--- src/bpc_pkg.sv ---
package bpc_pkg;

  // Default width of the timestamp arithmetic
  localparam int unsigned TIME_BITS_DEF = 32;

  // Fixed field widths
  localparam int unsigned NOW_W  = 32;
  localparam int unsigned CFG_W  = 16;
  localparam int unsigned CIDX_W = 3;
  localparam int unsigned KIND_W = 2;

  // Configuration register indexes
  localparam logic [CIDX_W-1:0] CFG_ENABLED    = 3'd0;
  localparam logic [CIDX_W-1:0] CFG_PRESS_LOW  = 3'd1;
  localparam logic [CIDX_W-1:0] CFG_DEBOUNCE   = 3'd2;
  localparam logic [CIDX_W-1:0] CFG_BOUND_KIND = 3'd3;
  localparam logic [CIDX_W-1:0] CFG_LONG_THR   = 3'd4;
  localparam logic [CIDX_W-1:0] CFG_DOUBLE_GAP = 3'd5;

  // Detected gesture codes
  localparam logic [KIND_W-1:0] KIND_NONE   = 2'd0;
  localparam logic [KIND_W-1:0] KIND_SHORT  = 2'd1;
  localparam logic [KIND_W-1:0] KIND_LONG   = 2'd2;
  localparam logic [KIND_W-1:0] KIND_DOUBLE = 2'd3;

  // Register reset values
  localparam logic             RST_ENABLED    = 1'b1;
  localparam logic             RST_PRESS_LOW  = 1'b1;
  localparam logic [CFG_W-1:0] RST_DEBOUNCE   = 16'd20;
  localparam logic [1:0]       RST_BOUND_KIND = 2'd0;
  localparam logic [CFG_W-1:0] RST_LONG_THR   = 16'd600;
  localparam logic [CFG_W-1:0] RST_DOUBLE_GAP = 16'd250;

  typedef struct packed {
    logic             enabled;
    logic             press_low;
    logic [CFG_W-1:0] debounce_time;
    logic [1:0]       bound_kind;
    logic [CFG_W-1:0] long_threshold;
    logic [CFG_W-1:0] double_gap;
  } bpc_cfg_t;

  typedef struct packed {
    logic              fire;
    logic [KIND_W-1:0] detected_kind;
    logic              pressed;
  } bpc_res_t;

endpackage

--- src/bpc_core.sv ---
module bpc_core #(
  parameter int unsigned TIME_BITS = bpc_pkg::TIME_BITS_DEF
) (
  input  logic                         clk,
  input  logic                         rst_n,
  input  bpc_pkg::bpc_cfg_t            cfg,
  input  logic                         accept,
  input  logic                         pin_level,
  input  logic [bpc_pkg::NOW_W-1:0]    now_ms,
  output bpc_pkg::bpc_res_t            res
);

  logic                 raw_prev_r,   raw_prev_nxt;
  logic                 deb_press_r,  deb_press_nxt;
  logic [TIME_BITS-1:0] last_edge_r,  last_edge_nxt;
  logic [TIME_BITS-1:0] press_start_r, press_start_nxt;
  logic [TIME_BITS-1:0] last_rel_r,   last_rel_nxt;
  logic                 long_done_r,  long_done_nxt;
  logic                 dbl_armed_r,  dbl_armed_nxt;

  logic                         raw;
  logic [TIME_BITS-1:0]         now_t;
  logic [TIME_BITS-1:0]         stable_age;
  logic [TIME_BITS-1:0]         hold_age;
  logic [TIME_BITS-1:0]         rel_age;
  logic [TIME_BITS-1:0]         deb_t;
  logic [TIME_BITS-1:0]         long_t;
  logic [TIME_BITS-1:0]         gap_t;
  logic                         is_long;
  logic [bpc_pkg::KIND_W-1:0]   kind;

  assign raw    = cfg.press_low ? ~pin_level : pin_level;
  assign now_t  = now_ms[TIME_BITS-1:0];
  assign deb_t  = TIME_BITS'(cfg.debounce_time);
  assign long_t = TIME_BITS'(cfg.long_threshold);
  assign gap_t  = TIME_BITS'(cfg.double_gap);

  // Debounce, then classify the gesture for this word
  always_comb begin
    raw_prev_nxt    = raw_prev_r;
    deb_press_nxt   = deb_press_r;
    last_edge_nxt   = last_edge_r;
    press_start_nxt = press_start_r;
    last_rel_nxt    = last_rel_r;
    long_done_nxt   = long_done_r;
    dbl_armed_nxt   = dbl_armed_r;
    kind            = bpc_pkg::KIND_NONE;
    hold_age        = now_t - press_start_r;
    is_long         = (hold_age >= long_t);
    stable_age      = '0;
    rel_age         = '0;
    if (cfg.enabled) begin
      // restart the stability window on a raw level change
      if (raw != raw_prev_r) begin
        raw_prev_nxt  = raw;
        last_edge_nxt = now_t;
      end
      stable_age = now_t - last_edge_nxt;
      if (stable_age >= deb_t) begin
        if (raw && !deb_press_r) begin
          deb_press_nxt   = 1'b1;
          press_start_nxt = now_t;
          long_done_nxt   = 1'b0;
        end else if (!raw && deb_press_r) begin
          deb_press_nxt = 1'b0;
          if (!is_long && dbl_armed_r && ((now_t - last_rel_r) <= gap_t)) begin
            kind          = bpc_pkg::KIND_DOUBLE;
            dbl_armed_nxt = 1'b0;
          end else if (!is_long) begin
            dbl_armed_nxt = 1'b1;
          end
          last_rel_nxt = now_t;
        end else if (raw && deb_press_r && !long_done_r) begin
          if (is_long) begin
            kind          = bpc_pkg::KIND_LONG;
            long_done_nxt = 1'b1;
            dbl_armed_nxt = 1'b0;
          end
        end
        // lone release whose gap has expired
        rel_age = now_t - last_rel_nxt;
        if (dbl_armed_nxt && !deb_press_nxt && (rel_age > gap_t)) begin
          kind          = bpc_pkg::KIND_SHORT;
          dbl_armed_nxt = 1'b0;
        end
      end
    end
  end

  assign res.detected_kind = kind;
  assign res.pressed       = deb_press_nxt;
  assign res.fire          = (kind != bpc_pkg::KIND_NONE) &&
                             (kind == bpc_pkg::KIND_W'(cfg.bound_kind + 2'd1));

  // Control state
  always_ff @(posedge clk) begin
    if (!rst_n) begin
      raw_prev_r  <= 1'b0;
      deb_press_r <= 1'b0;
      long_done_r <= 1'b0;
      dbl_armed_r <= 1'b0;
    end else if (accept) begin
      raw_prev_r  <= raw_prev_nxt;
      deb_press_r <= deb_press_nxt;
      long_done_r <= long_done_nxt;
      dbl_armed_r <= dbl_armed_nxt;
    end
  end

  // Timestamps
  always_ff @(posedge clk) begin
    if (!rst_n) begin
      last_edge_r   <= '0;
      press_start_r <= '0;
      last_rel_r    <= '0;
    end else if (accept) begin
      last_edge_r   <= last_edge_nxt;
      press_start_r <= press_start_nxt;
      last_rel_r    <= last_rel_nxt;
    end
  end

  a_long_while_pressed: assert property (@(posedge clk) disable iff (!rst_n)
    (accept && res.detected_kind == bpc_pkg::KIND_LONG) |=> deb_press_r)
    else $error("long press reported without a held button");

  a_tap_when_released: assert property (@(posedge clk) disable iff (!rst_n)
    (accept && (res.detected_kind == bpc_pkg::KIND_SHORT ||
                res.detected_kind == bpc_pkg::KIND_DOUBLE)) |=> !deb_press_r && !dbl_armed_r)
    else $error("tap reported while pressed or still armed");

  a_disabled_holds: assert property (@(posedge clk) disable iff (!rst_n)
    (accept && !cfg.enabled) |=> $stable(deb_press_r) && $stable(dbl_armed_r))
    else $error("state changed while disabled");

endmodule

--- src/button_press_classifier.sv ---
// Channel   | Direction | Word
// ----------+-----------+------------------------------------------------
// in_       | input     | pin_level, now_ms (one poll tick)
// out_      | output    | fire, detected_kind, pressed (one per tick)
// cfg_      | input     | register index, write data (no read-back)
//
// One tick enters every cycle while in_stall is low; its result is registered in
// the output register (the skid entry under out_stall). The debounce and classify
// logic is a single pass of subtract-compare steps between the state registers and
// the output register. A two-entry output buffer (output register plus skid) takes
// words while out_stall is high; in_stall rises only when both entries are full.
// Reset (rst_n low, synchronous) clears gesture state and loads register defaults.
module button_press_classifier #(
  parameter int unsigned TIME_BITS = bpc_pkg::TIME_BITS_DEF
) (
  input  logic                          clk,
  input  logic                          rst_n,
  input  logic                          cfg_wr_en,
  input  logic [bpc_pkg::CIDX_W-1:0]    cfg_index,
  input  logic [bpc_pkg::CFG_W-1:0]     cfg_data,
  input  logic                          in_valid,
  output logic                          in_stall,
  input  logic                          in_pin_level,
  input  logic [bpc_pkg::NOW_W-1:0]     in_now_ms,
  output logic                          out_valid,
  input  logic                          out_stall,
  output logic                          out_fire,
  output logic [bpc_pkg::KIND_W-1:0]    out_detected_kind,
  output logic                          out_pressed
);

  bpc_pkg::bpc_cfg_t cfg_r;
  bpc_pkg::bpc_res_t res;
  bpc_pkg::bpc_res_t out_r,  out_nxt;
  bpc_pkg::bpc_res_t skid_r, skid_nxt;
  logic              out_valid_r,  out_valid_nxt;
  logic              skid_valid_r, skid_valid_nxt;
  logic              accept;

  assign in_stall = skid_valid_r;
  assign accept   = in_valid && !skid_valid_r;

  // Configuration registers
  always_ff @(posedge clk) begin
    if (!rst_n) begin
      cfg_r.enabled        <= bpc_pkg::RST_ENABLED;
      cfg_r.press_low      <= bpc_pkg::RST_PRESS_LOW;
      cfg_r.debounce_time  <= bpc_pkg::RST_DEBOUNCE;
      cfg_r.bound_kind     <= bpc_pkg::RST_BOUND_KIND;
      cfg_r.long_threshold <= bpc_pkg::RST_LONG_THR;
      cfg_r.double_gap     <= bpc_pkg::RST_DOUBLE_GAP;
    end else if (cfg_wr_en) begin
      case (cfg_index)
        bpc_pkg::CFG_ENABLED:    cfg_r.enabled        <= cfg_data[0];
        bpc_pkg::CFG_PRESS_LOW:  cfg_r.press_low      <= cfg_data[0];
        bpc_pkg::CFG_DEBOUNCE:   cfg_r.debounce_time  <= cfg_data;
        bpc_pkg::CFG_BOUND_KIND: cfg_r.bound_kind     <= cfg_data[1:0];
        bpc_pkg::CFG_LONG_THR:   cfg_r.long_threshold <= cfg_data;
        bpc_pkg::CFG_DOUBLE_GAP: cfg_r.double_gap     <= cfg_data;
        default: ;
      endcase
    end
  end

  bpc_core #(
    .TIME_BITS (TIME_BITS)
  ) u_core (
    .clk       (clk),
    .rst_n     (rst_n),
    .cfg       (cfg_r),
    .accept    (accept),
    .pin_level (in_pin_level),
    .now_ms    (in_now_ms),
    .res       (res)
  );

  // Advance the output register and the skid entry
  always_comb begin
    out_nxt        = out_r;
    skid_nxt       = skid_r;
    out_valid_nxt  = out_valid_r;
    skid_valid_nxt = skid_valid_r;
    if (out_valid_r && out_stall) begin
      if (accept) begin
        skid_nxt       = res;
        skid_valid_nxt = 1'b1;
      end
    end else if (skid_valid_r) begin
      out_nxt        = skid_r;
      out_valid_nxt  = 1'b1;
      skid_valid_nxt = 1'b0;
    end else begin
      out_nxt       = res;
      out_valid_nxt = accept;
    end
  end

  always_ff @(posedge clk) begin
    if (!rst_n) begin
      out_valid_r  <= 1'b0;
      skid_valid_r <= 1'b0;
    end else begin
      out_valid_r  <= out_valid_nxt;
      skid_valid_r <= skid_valid_nxt;
    end
  end

  always_ff @(posedge clk) begin
    out_r  <= out_nxt;
    skid_r <= skid_nxt;
  end

  assign out_valid         = out_valid_r;
  assign out_fire          = out_r.fire;
  assign out_detected_kind = out_r.detected_kind;
  assign out_pressed       = out_r.pressed;

  a_skid_behind_out: assert property (@(posedge clk) disable iff (!rst_n)
    skid_valid_r |-> out_valid_r)
    else $error("skid entry full with output register empty");

  a_stalled_word_parked: assert property (@(posedge clk) disable iff (!rst_n)
    (accept && out_valid_r && out_stall) |=> skid_valid_r && out_valid_r)
    else $error("accepted word lost under output stall");

  a_fire_has_kind: assert property (@(posedge clk) disable iff (!rst_n)
    (out_valid_r && out_r.fire) |-> (out_r.detected_kind != bpc_pkg::KIND_NONE))
    else $error("fire without a detected gesture");

  a_skid_drains: assert property (@(posedge clk) disable iff (!rst_n)
    (skid_valid_r && !out_stall) |=> !skid_valid_r)
    else $error("skid entry not drained when output moved");

endmodule
--- config.mk ---
export PLATFORM = sky130hd
export DESIGN_NAME = button_press_classifier
export DESIGN_NICKNAME = d
export VERILOG_FILES = /design/src/bpc_pkg.sv /design/src/bpc_core.sv /design/src/button_press_classifier.sv
export SDC_FILE = /design/constraint.sdc
export NUM_CORES = 1
export LEC_CHECK = 0
export BUFFER_PORTS_ARGS = -buffer_cell sky130_fd_sc_hd__buf_2
export CORE_MARGIN = 5
export CORE_UTILIZATION = 64
export CTS_BUF_LIST = sky130_fd_sc_hd__clkbuf_16
export CTS_CLUSTER_SIZE = 14
export DETAILED_ROUTE_END_ITERATION = 10
export PLACE_DENSITY = 0.84
export REMOVE_ABC_BUFFERS = 1
export SYNTH_ARGS = -nofsm -noshare
export SYNTH_HDL_FRONTEND = slang
export SYNTH_SLANG_ARGS = --single-unit
--- constraint.sdc ---
create_clock -name clk -period 19.7 [get_ports clk]
set_clock_uncertainty 0.2 [all_clocks]
set_input_delay 2.955 -clock clk [delete_from_list [all_inputs] [get_ports clk]]
set_output_delay 2.955 -clock clk [all_outputs]
set_load 0.02 [all_outputs]
# --- Word level (Yosys, flattened, before mapping) ---
# Index checks and enable logic that the tools add are counted.
classes:
  addsub: 5
  order_cmp: 4
  eq_ne: 8
  mux: 36
  bitwise_logic: 1
  reduce_logical: 34
ops:
  columns: ["op", "n"]
  rows:
  - ["$mux 32", 6]
  - ["$sub 32x32->32", 4]
  - ["$ge 32x16->1", 2]
  - ["$gt 32x16->1", 1]
  - ["$le 32x16->1", 1]
  - ["$mux 1", 21]
  - ["$reduce_and 2->1", 9]
  - ["$mux 2", 8]
  - ["$logic_and 1x1->1", 11]
  - ["$eq 3x2->1 const B", 2]
  - ["$eq 3x3->1 const B", 2]
  - ["$logic_not 1->1", 6]
  - ["$reduce_and 3->1", 2]
  - ["$reduce_and 6->1", 1]
  - ["$reduce_bool 2->1", 3]
  - ["$mux 4", 1]
  - ["$reduce_and 4->1", 1]
  - ["$eq 3x1->1 const B", 1]
  - ["$logic_not 3->1", 1]
  - ["$add 2x1->2 const B", 1]
  - ["$eq 2x2->1", 1]
  - ["$ne 2x1->1 const B", 1]
  - ["$ne 1x1->1", 1]
  - ["$not 1->1", 1]
word_totals:
  register_bits: 162
  inputBits: 57
  output_inout_bits: 6
  elab_cells: 109

# --- Logic depth before layout (Yosys ltp) ---
logic_depth:
  depth_word: 18
  depth_mapped: 29
  ltp_nobuf: 26

# --- By module ---
# A second synthesis with hierarchy kept.
hier_totals:
  cells_unflattened: 2081
  hier_area_um2: 16120.5
modules_own_cells:
  columns: ["mod", "n_inst", "cells_per_inst", "area_each_um2", "seq_area_each_um2"]
  rows:
  - ["bpc_core", 1, 1859, 13686.9, 2001.9]
  - ["button_press_classifier", 1, 222, 2433.6, 1321.3]

# --- Worst setup path after synthesis ---
# Ideal clock, no wire load.
synth_path:
  path_kind: "input -> register"
  start: "input port in_pin_level"
  end: "register out_r (netlist bit out_fire), data pin"
  t_arrival_ns: 8.152
  required_ns: 19.235
  slack_ns: 11.084
  stages: 25
  path_cell_list: "xnor2_2 > nand2_1 > clkbuf_1 > nand2_1 > o21ai_0 > ha_1 > fa_1 > nor2b_1 > o211ai_1 > a211oi_1 > or3_1 > nand2_1 > xnor2_1 > ha_1 > nand4_1 > nor4_1 > nor2_1 > or4_1 > nor4_1 > and4_1 > nand4_1 > o2111a_1 > o21bai_4 > mux2i_1 > a31oi_1"
synth_rtl:
  columns: ["item", "line_no", "rtl"]
  rows:
  - ["from (decl)", "button_press_classifier.sv:23", "input logic in_pin_level,"]
  - ["to (signal assigned)", "button_press_classifier.sv:109", "out_r <= out_nxt;"]
  - ["to (decl)", "button_press_classifier.sv:34", "bpc_pkg::bpc_res_t out_r, out_nxt;"]

==> summary.txt <==
Synth
  • Most frequent cell after synthesis: nand2_1
  • Seq/Total Area, Yosys: 19.91%
  • Post-synthesis adder-cell area fraction: 14.57%
  • Top post-synthesis cells by area: dfxtp_1 18%, ha_1 14%, nand2_1 7.4%, mux2i_1 6.7%, a21oi_1 4.6%
  • Top_reg_cell synth: dfxtp_1
  • Post-synth top cells: 329 x nand2_1, 188 x ha_1, 155 x a21oi_1, 154 x dfxtp_1, 142 x inv_1
  • Seq cells post-synth: 162
  • Synth Area in Compound Gates: 25.95%
  • Post-synthesis cell type with the largest combined area: dfxtp_1
  • Post-Synth XOR/XNOR Area: 4.190%
  • YS warnings: 0
  • Post-synthesis mux area share: 6.919%
  • Synthesized area per cell: 7.590 um^2
  • EDFF count, synth: 8
  • Yosys cell types: 100
  • Simple-gate share of the synthesized area: 22.62%
  • Synth Cell Area: 16,690 um^2
  • Largest family of logic cells by synthesized area: compound AO/OA/AOI/OAI gates
  • Mapped Cells: 2,199
  • Async set-or-reset flop fraction in the synthesized netlist: 0%
  • Post-synth top area share: 18.47%

Clock tree
  • Setup Fix Bufs, Post-CTS: 0
  • CTS Root Buffer Type: clkbuf_16
  • CTS resizes: 0
  • Clock sinks: 162
  • Clock transition at path regs: 0.09 ns
  • Worst-skew pair later-pin latency: 0.46 ns
  • CTS Hold Buffers Added: 0
  • CTS tree: built
  • TritonCTS Buffers: 17
  • CTS H-Tree Depth: 4
  • Clock Path Buffers: 2

STA
  • Max-slew violation count: 0
  • Setup TNS: 0 ns
  • Final Critical Period: 9.362 ns
  • Fin crit share: 47.52%
  • Highest clock rate: 106.8 MHz
  • Final hold vios: 0
  • Max-slew headroom: 22.77%
  • Setup violators final: 0
  • Worst-Margin Slew: 1.154 ns
  • RSZ-0062 raised after global routing: no

Worst setup path
  • Critical Path RT: 19.70 ns
  • Setup CP Type: input port to flip-flop
  • CP Launch Type: input port
  • R2R setup slack: 12.53 ns
  • Crit Path Max Fanout: 34
  • Setup crit end kind: flip-flop
  • CP arrival: 9.37 ns

Power and ir drop
  • P_leak: 7.097 nW
  • Power per cell area: 68.58 nW/um^2
  • Maximum vdd drop: 0.00006151 V

Floorplanning
  • Die footprint: 29,410 um^2
  • Die Y: 171.5 um
  • # rows: 59
  • Io pins: 63
  • Initial core utilization: 64.60%
  • DIE WIDTH: 171.5 um
  • Core Region: 25,840 um^2

Route
  • Via-to-Cell Ratio: 6.523
  • DRC Markers: 0
  • Routed Antenna Nets: 0
  • Starting DRT DRC Count: 1,549
  • Detailed Route WL: 48,540 um
  • 1st-pass router iterations: 7
  • WL per Instance: 19.14 um
  • Via count: 16,542

Placement
  • Dpl hpwl: 37,740 um
  • I/O Buffers: 62
  • Area after DPL: 17,050 um^2
  • RD Place Congestion: 0.9665

Final layout
  • Final Cell Area: 17,690 um^2
  • Layout cell share with drive strength beyond 1: 7.042%
  • Final nets: 2,437
  • # diodes: 0
  • Area growth, synth to finish: 5.982%

Flow run
  • # Max-Cap Violations: 0

Global route
  • Initial antenna violation count: 0
  • All-Layer GR Usage: 32.07%
  • Total overflow reported by the global router: 0
  • First-pass GRT wire length: 76,780 um
  • Pin count of the biggest net entering global routing: 127
  • Vias in the first global route: 15,446

Run status
  • Status: complete, no violations

Worst hold path
  • Worst hold-check path type: flip-flop to flip-flop
==> kinds of logic after synthesis <==
group                      after synthesis
adders and majority gates              192
muxes                                  115
xor gates and xnor gates                76
AOI/OAI and AO/OA                      641
buffers and inverters                  241
and+or+nand+nor                        772
DFF                                    162
==> worst paths after layout <==
kind                           from                      to  cells after the start
max reg2reg               cfg_r[50]                out_fire                     24
max                    in_pin_level                out_fire                     26
min reg2reg  u_core.last_edge_r[15]  u_core.last_edge_r[15]                      2
min          u_core.last_edge_r[15]  u_core.last_edge_r[15]                      2
==> per-layer routing <==
layer / vias to the layer above / part of all wire (%) / global-route usage [%] / wire (um)
met2: 667 / 47 / 55.02 / 22950
met4: 0 / 4.0 / 12.95 / 1946
met5: - / 0 / 0 / 0
met1: 7806 / 42 / 41.24 / 20290
met3: 134 / 6.9 / 3.470 / 3364
li1: 7935 / - / - / -
==> final cells by class <==
type	count	area, um^2
clock inverter	15	216.5
clock buffer	17	425.4
sequential	162	3323
timing repair buffer	69	365.4
tap	335	419.2
multi-input combinational	1796	12410
fill	2253	8148
inverter	142	533.0
==> critical path: stages <==
cell and delay, ns:
buf_2 0.14, xnor2_2 0.43, nand2_2 0.08, buf_4 0.33, nand2_1 0.14, o21ai_0 0.12, ha_1 0.26, fa_1 0.41
nor2b_1 0.17, o211ai_1 0.18, a211oi_1 0.47, or3_1 0.24, nand2_1 0.09, xnor2_1 0.17, ha_1 0.33, nand4_1 0.14
nor4_1 0.41, nor2_1 0.08, or4_1 0.52, nor4_1 0.29, and4_1 0.23, nand4_1 0.28, o2111a_1 0.35, o21bai_4 0.20
mux2i_1 0.20, a31oi_1 0.11
==> registers in the layout, indices dropped and copies added (netlist names) <==
name,cells
cfg_r,52
u_core.last_edge_r,32
u_core.last_rel_r,32
u_core.press_start_r,32
skid_r,4
out_detected_kind,2
in_stall,1
out_fire,1
out_pressed,1
out_valid,1
u_core.dbl_armed_r,1
u_core.deb_press_r,1
u_core.long_done_r,1
u_core.raw_prev_r,1
==> cells in the final DEF, fill, tap and decap left out, types with 8 or more instances in the layout <==
cell type	netlist	layout
a21boi_0	73	73
xnor2_1	45	45
nor2b_1	52	52
nor2_1	116	116
o211ai_1	42	42
nor4_1	12	12
or3_1	21	21
a211oi_1	30	30
and3_1	17	17
xor2_1	28	28
nor3_1	33	31
mux2i_1	112	112
a21oi_1	155	155
and2_1	42	42
buf_4	6	8
or2_2	9	9
and4_1	10	10
o22ai_1	8	8
a31o_2	10	10
nand3_1	33	33
o21ai_1	39	39
nor4b_1	8	8
dfxtp_1	154	154
inv_1	142	142
o21ai_0	86	86
ha_1	188	188
nand2_1	329	328
clkbuf_16	0	17
a21o_1	50	50
nand4_1	32	32
nand2b_1	19	19
o21a_1	25	25
edfxtp_1	8	8
a31oi_1	13	13
buf_2	13	61
a2111oi_0	9	9
==> power by group <==
group | leakage [nW] | internal (mW) | switching [mW]
Combinational | 5.46 | 0.195 | 0.301
Sequential | 1.33 | 0.344 | 0.00829
Clock | 0.307 | 0.178 | 0.187
==> per-stage QoR <==
step | cells | hold slack (ns) | util, % | power (mW) | setup slack (ns)
finish | 2536 | 0.2676 | 68.46 | 1.213 | 10.34
global route | 2536 | 0.2946 | 68.46 | 1.279 | 9.961
CTS | 2536 | 0.2717 | 68.46 | 1.204 | 10.45
detailed placement | 2504 | 0.2617 | 65.98 | 0.8417 | 9.998
global placement | 2504 | 0.2530 | 65.98 | 0.8273 | 10.32
floorplan | 2100 | 0.2431 | - | 0.7179 | 10.33
(Power assumes the default switching activity.)
